==> src/rtl/assert_macros.svh <==
// Assertion macros for the RTL files that check their own behavior.
`ifndef ASSERT_MACROS_SVH
`define ASSERT_MACROS_SVH

// Check a property on every clock edge once reset has been released.
`define SLR_ASSERT(label, prop, msg) \
  label: assert property (@(posedge clk_i) disable iff (!rst_ni) prop) else $error(msg);

// Check a property on every clock edge, reset included.
`define SLR_ASSERT_ALWAYS(label, prop, msg) \
  label: assert property (@(posedge clk_i) prop) else $error(msg);

`endif

==> src/rtl/slr_pkg.sv <==
// Shared constants, operation codes and control structs of the L-system rewriter.
package slr_pkg;

  localparam int MAX_TARGETS  = 8;
  localparam int MAX_ALTS     = 4;
  localparam int REPLACE_LEN  = 16;
  localparam int SENTENCE_LEN = 1024;

  localparam int ALT_SLOTS = MAX_TARGETS * MAX_ALTS;

  localparam int OP_W     = 2;
  localparam int SYM_W    = 8;
  localparam int CHANCE_W = 16;
  localparam int RND_W    = 16;

  localparam int RULE_W  = $clog2(MAX_TARGETS);
  localparam int RCNT_W  = $clog2(MAX_TARGETS + 1);
  localparam int ALT_W   = $clog2(MAX_ALTS);
  localparam int ACNT_W  = $clog2(MAX_ALTS + 1);
  localparam int SLOT_W  = $clog2(ALT_SLOTS);
  localparam int LEN_W   = $clog2(REPLACE_LEN + 1);
  localparam int K_W     = $clog2(REPLACE_LEN);
  localparam int TEXT_AW = $clog2(ALT_SLOTS * REPLACE_LEN);
  localparam int OCNT_W  = $clog2(SENTENCE_LEN + 1);
  localparam int SUM_W   = CHANCE_W + $clog2(MAX_ALTS);

  typedef enum logic [OP_W-1:0] {
    OP_ADD     = 2'd0,
    OP_APPEND  = 2'd1,
    OP_REWRITE = 2'd2,
    OP_NEWGEN  = 2'd3
  } slr_op_e;

  // Commands from the controller to the datapath.
  typedef struct packed {
    logic latch;
    logic add;
    logic append;
    logic newgen;
    logic rw_start;
    logic alt_step;
    logic commit;
    logic emit;
  } slr_cmd_t;

  // Status from the datapath to the controller.
  typedef struct packed {
    slr_op_e op;
    logic    stopped;
    logic    has_alts;
    logic    alt_last;
    logic    match;
    logic    chosen;
    logic    ovf;
    logic    len_zero;
    logic    emit_last;
    logic    out_free;
  } slr_status_t;

endpackage

==> src/rtl/slr_controller.sv <==
// Sequencer for load, rewrite and emit steps of the rewriter.
module slr_controller (
  input  logic                 clk_i,
  input  logic                 rst_ni,
  input  logic                 in_valid_i,
  output logic                 in_ready_o,
  input  slr_pkg::slr_status_t status_i,
  output slr_pkg::slr_cmd_t    cmd_o
);
  import slr_pkg::*;

  localparam logic [2:0] S_IDLE = 3'd0;
  localparam logic [2:0] S_EXEC = 3'd1;
  localparam logic [2:0] S_RD   = 3'd2;
  localparam logic [2:0] S_CMP  = 3'd3;
  localparam logic [2:0] S_CHK  = 3'd4;
  localparam logic [2:0] S_EMIT = 3'd5;

  logic [2:0] state_q;
  logic [2:0] state_d;

  assign in_ready_o = state_q == S_IDLE;

  // Next state and commands
  always_comb begin
    state_d = state_q;
    cmd_o   = '0;
    unique case (state_q)
      S_IDLE: begin
        if (in_valid_i) begin
          cmd_o.latch = 1'b1;
          state_d     = S_EXEC;
        end
      end
      S_EXEC: begin
        state_d = S_IDLE;
        unique case (status_i.op)
          OP_ADD:    cmd_o.add    = 1'b1;
          OP_APPEND: cmd_o.append = 1'b1;
          OP_NEWGEN: cmd_o.newgen = 1'b1;
          OP_REWRITE: begin
            if (!status_i.stopped) begin
              cmd_o.rw_start = 1'b1;
              state_d        = status_i.has_alts ? S_RD : S_CHK;
            end
          end
          default: state_d = S_IDLE;
        endcase
      end
      S_RD: begin
        state_d = S_CMP;
      end
      S_CMP: begin
        cmd_o.alt_step = 1'b1;
        state_d        = (status_i.match || status_i.alt_last) ? S_CHK : S_RD;
      end
      S_CHK: begin
        if (status_i.ovf || !status_i.chosen) begin
          // single result: wait for room in the result register
          if (status_i.out_free) begin
            cmd_o.commit = 1'b1;
            state_d      = S_IDLE;
          end
        end else begin
          cmd_o.commit = 1'b1;
          state_d      = status_i.len_zero ? S_IDLE : S_EMIT;
        end
      end
      S_EMIT: begin
        if (status_i.out_free) begin
          cmd_o.emit = 1'b1;
          if (status_i.emit_last) begin
            state_d = S_IDLE;
          end
        end
      end
      default: state_d = S_IDLE;
    endcase
  end

  always_ff @(posedge clk_i or negedge rst_ni) begin
    if (!rst_ni) begin
      state_q <= S_IDLE;
    end else begin
      state_q <= state_d;
    end
  end

endmodule
==> config.mk <==
export PLATFORM = sky130hd
export DESIGN_NAME = slr_controller
export DESIGN_NICKNAME = d
export VERILOG_FILES = /design/src/rtl/assert_macros.svh /design/src/rtl/slr_pkg.sv /design/src/rtl/slr_controller.sv
export SDC_FILE = /design/constraint.sdc
export NUM_CORES = 1
export LEC_CHECK = 0
export BUFFER_PORTS_ARGS = -buffer_cell sky130_fd_sc_hd__buf_2
export CAP_MARGIN = 20
export CORE_AREA = 2 2 39 41
export DETAILED_ROUTE_END_ITERATION = 12
export DIE_AREA = 0 0 41 43
export PLACE_DENSITY = 0.51
export RECOVER_POWER = 25
export SETUP_SLACK_MARGIN = 0.05
export SYNTH_ARGS = -nofsm -noshare
export SYNTH_HDL_FRONTEND = slang
export SYNTH_SLANG_ARGS = --single-unit
==> constraint.sdc <==
create_clock -name clk_i -period 1.7 [get_ports clk_i]
set_input_delay 0.255 -clock clk_i [delete_from_list [all_inputs] [get_ports clk_i]]
set_output_delay 0.255 -clock clk_i [all_outputs]
set_load 0.005 [all_outputs]
-- Yosys cells after proc, flatten, opt, wreduce, memory -nomap -nowiden
Index checks and enable logic that the tools add are counted.
W data, S select, Z words.
- input port bits: 14
- register bits: 3
- reduce and logical (&&, ||, !) cells: 6
- eq/ne operators: 12
- mux-type cells: 24
- operators by type and width (cell ; number):
    $mux W3 ; 10
    $pmux W3 S6 ; 1
    $mux W1 ; 12
    $eq A3 B2 Y1 const B ; 2
    $eq A3 B3 Y1 const B ; 2
    $ne A2 B2 Y1 const B ; 3
    $eq A2 B2 Y1 const B ; 2
    $mux W4 ; 1
    $reduce_and A4 Y1 ; 1
    $eq A3 B1 Y1 const B ; 1
    $logic_not A3 Y1 ; 1
    $ne A3 B3 Y1 const B ; 1
    $eq A2 B1 Y1 const B ; 1
    $logic_not A2 Y1 ; 1
    $logic_or A1 B1 Y1 ; 2
    $logic_not A1 Y1 ; 1

-- Depth between registers and ports, before layout
- depth in word-level cells: 4
- gate-level depth with buffers: 4

-- Least setup slack after synthesis
No wires, ideal clock.
- path kind: reg-to-output
- start point: register state_q[1]
- end point: output port cmd_o[3] (netlist bit)
- cell stages (with the launch flop): 4
- required time: 1.445 ns
- path slack: 0.035 ns
- path buffers: 0
- arrival time: 1.410 ns
- cell sequence: dfrtp_1 or4b_1 or3b_4 inv_2
- RTL lines (item ; RTL line ; source):
    start: declaration ; slr_controller.sv:19 ; logic [2:0] state_q;
    start signal: assignment ; slr_controller.sv:85 ; state_q <= state_d;
    end: declaration ; slr_controller.sv:8 ; output slr_pkg::slr_cmd_t cmd_o

==> flow_summary.ini <==
[sta]
hold_viol_final = 0
relSlewSlack_pct = 83.6
worstMarginPinSlew_ns = 0.245
setup_viol = 2
finalWorstSetupSlack_ns = -0.248
fin_setup_tns_ns = -0.264
fin_crit_sh_pct = 115
rsz0062_at_grt = true
fmax_ghz = 0.513
skew_ns = 0.000208
hold_ws_ns = 0.275
slew_viol_final = 0
finalCriticalPeriod_ns = 1.95

[yosys]
ys_ff_latch = 3
synth_ff_type = dfrtp_1
yosysUniqueCellTypes = 21
synth_compound_area_share_pct = 18.1
yosysTopAreaCell = dfrtp_1
yosys-mux-area-fraction_pct = 0
synth_top_family_by_area = simple AND/OR/NAND/NOR gates
netlist_top_cells_area = dfrtp_1 29%, and2_1 7.1%, nor2b_1 7.1%
synth_top_area_share_pct = 28.6
synthAdderAreaFrac_pct = 0
yosysSeqAreaShare_pct = 28.6
yosys-top-cells-count = 3 x and2_1, 3 x dfrtp_1, 3 x nor2_1, 3 x nor2b_1
synth-xor-area-share_pct = 0
synth_area_per_cell_um2 = 8.21
synth-edff-count = 0
ys_async_sr_fraction_pct = 100
yosys.area_share.simple_pct = 50.5
synth.cell_area_um2 = 263
syn_inst = 32
ys_warn_count = 0
synth_fp_nets = 46

[grt]
grt_pass1_vias = 344
grt_pass1_wl_um = 1220
antenna_found_initial = 0
overflow = 0
grt_use_total_pct = 11.1
grt_max_degree = 9

[cts]
numClockSinks = 3
clock_latency_ns = 0.23
cts_tree = built
htree_levels = 1
clk_pin_slew_ns = 0.04
cts_max_path_buffers = 2
cts_root_buf = clkbuf_4
numCtsBuffers = 3

[worst_setup_path]
cp-startpoint = state_q[2]$_DFFE_PN0P_
reg2reg_from = state_q[2]$_DFFE_PN0P_
reg2reg_setup_slack_ns = -0.02
required_ns = 1.44
rr_endpoint = state_q[1]$_DFFE_PN0P_
criticalPathCategory = register to primary output
path_max_fanout = 2
rr_worst_depth = 6
critPathArrivalTime_ns = 1.69
end_kind = primary output
start_kind = register
cp-endpoint = cmd_o[3]

[floorplan]
ios = 23
die_w_um = 41
initial_core_util_pct = 19.0
core_area_um2 = 1380
dieArea_um2 = 1760
rows = 14
die_h_um = 43

[placed_design]
dp_hpwl_um = 645
dpl_cell_area_um2 = 423
dp.cells = 74
post-place-ws_ns = -0.0602
numPortBuffers = 22
place_congestion = 0.671

[cells_and_area]
drive_above_1_share_pct = 53.1
final_cell_count_no_fill = 80
n_fill_cell = 149
postLayoutCoreUtil_pct = 34.3
nNetsFinal = 79
area_delta_synth_final_pct = 80.5
postLayoutCellArea_um2 = 474
antenna_cells = 0
largest_reg_flops = 3
regMostFlops = state_q
top_regs = state_q: 3 flops

[routing]
wl_per_cell_um = 10.4
drtIter0Drc = 3
routed_via_density = 4.35
drc = 0
wl_um = 831
antenna_left = 0
dr.pass1.iters = 3
num_vias = 348

[power]
p_total_uw = 568
p_leak_nw = 0.264
powerDensity_nw_per_um2 = 1200
max-vdd-ir-drop_uv = 400

[outcome]
violations = setup timing
status = finished with violations

[run]
drv_cap = 0

[min_path]
hold_depth = 2
min_path_type = input port to register
-- critical path: stages, from the launching register on --
cell and delay [ns]:
dfrtp_1 0.38, or4b_4 0.52, or3b_4 0.40, inv_2 0.07, buf_2 0.10
-- layout make-up --
cell class,instances,area (um2),share of cell area (%)
repair buffers,28,156,33.0
flip-flops and latches,3,75.1,15.8
clock buffers,4,26.3,5.54
multi-input cells,27,189,39.8
inverters,2,7.51,1.58
well taps,16,20.0,4.22
-- power breakdown --
group	leakage [nW]	switching, mW	internal, mW
Sequential	0.0395	0.0133	0.0991
Combinational	0.209	0.147	0.181
Clock	0.0150	0.0397	0.0881
Total	0.264	0.200	0.368
-- worst min path at each step --
stage,endpoint,start
2_1_floorplan,state_q[0]$_DFFE_PN0P_,rst_ni
3_3_place_gp,state_q[0]$_DFFE_PN0P_,rst_ni
3_5_place_dp,state_q[0]$_DFFE_PN0P_,rst_ni
4_1_cts,state_q[1]$_DFFE_PN0P_,status_i[7]
5_1_grt,state_q[1]$_DFFE_PN0P_,status_i[7]
6_report,state_q[1]$_DFFE_PN0P_,status_i[7]
-- repair_timing --
item / in CTS / in global routing
resized for setup: 2 / 0
endpoints found under the hold margin: 3 / 0
setup endpoints to repair: 3 / 2
hold buffers: 1 / 0
setup buffers: 0 / 1
pin swaps: 1 / 1
-- placed cells by master, fill, tap and decap left out, types with 2 or more instances in the layout --
master / instances
buf_2: 21
buf_4: 5
nor2b_1: 3
and2_1: 3
nor2_1: 3
clkbuf_4: 3
dfrtp_1: 3
nor3_1: 2
nand2_1: 2
clkbuf_1: 2
-- cell families after synthesis --
kind of cell	Yosys count
AND/OR/NAND/NOR	21
flip-flops	3
buffers and inverters	2
AO/OA/AOI/OAI	6
-- metal layers --
metal	global-route usage (%)	vias to the layer above	wire [um]
li1	-	184	-
met1	10.6	148	321
met2	16.6	16	454
met3	3.14	0	56
met4	12.0	0	0
met5	0	-	0
(Power assumes the default switching activity.)
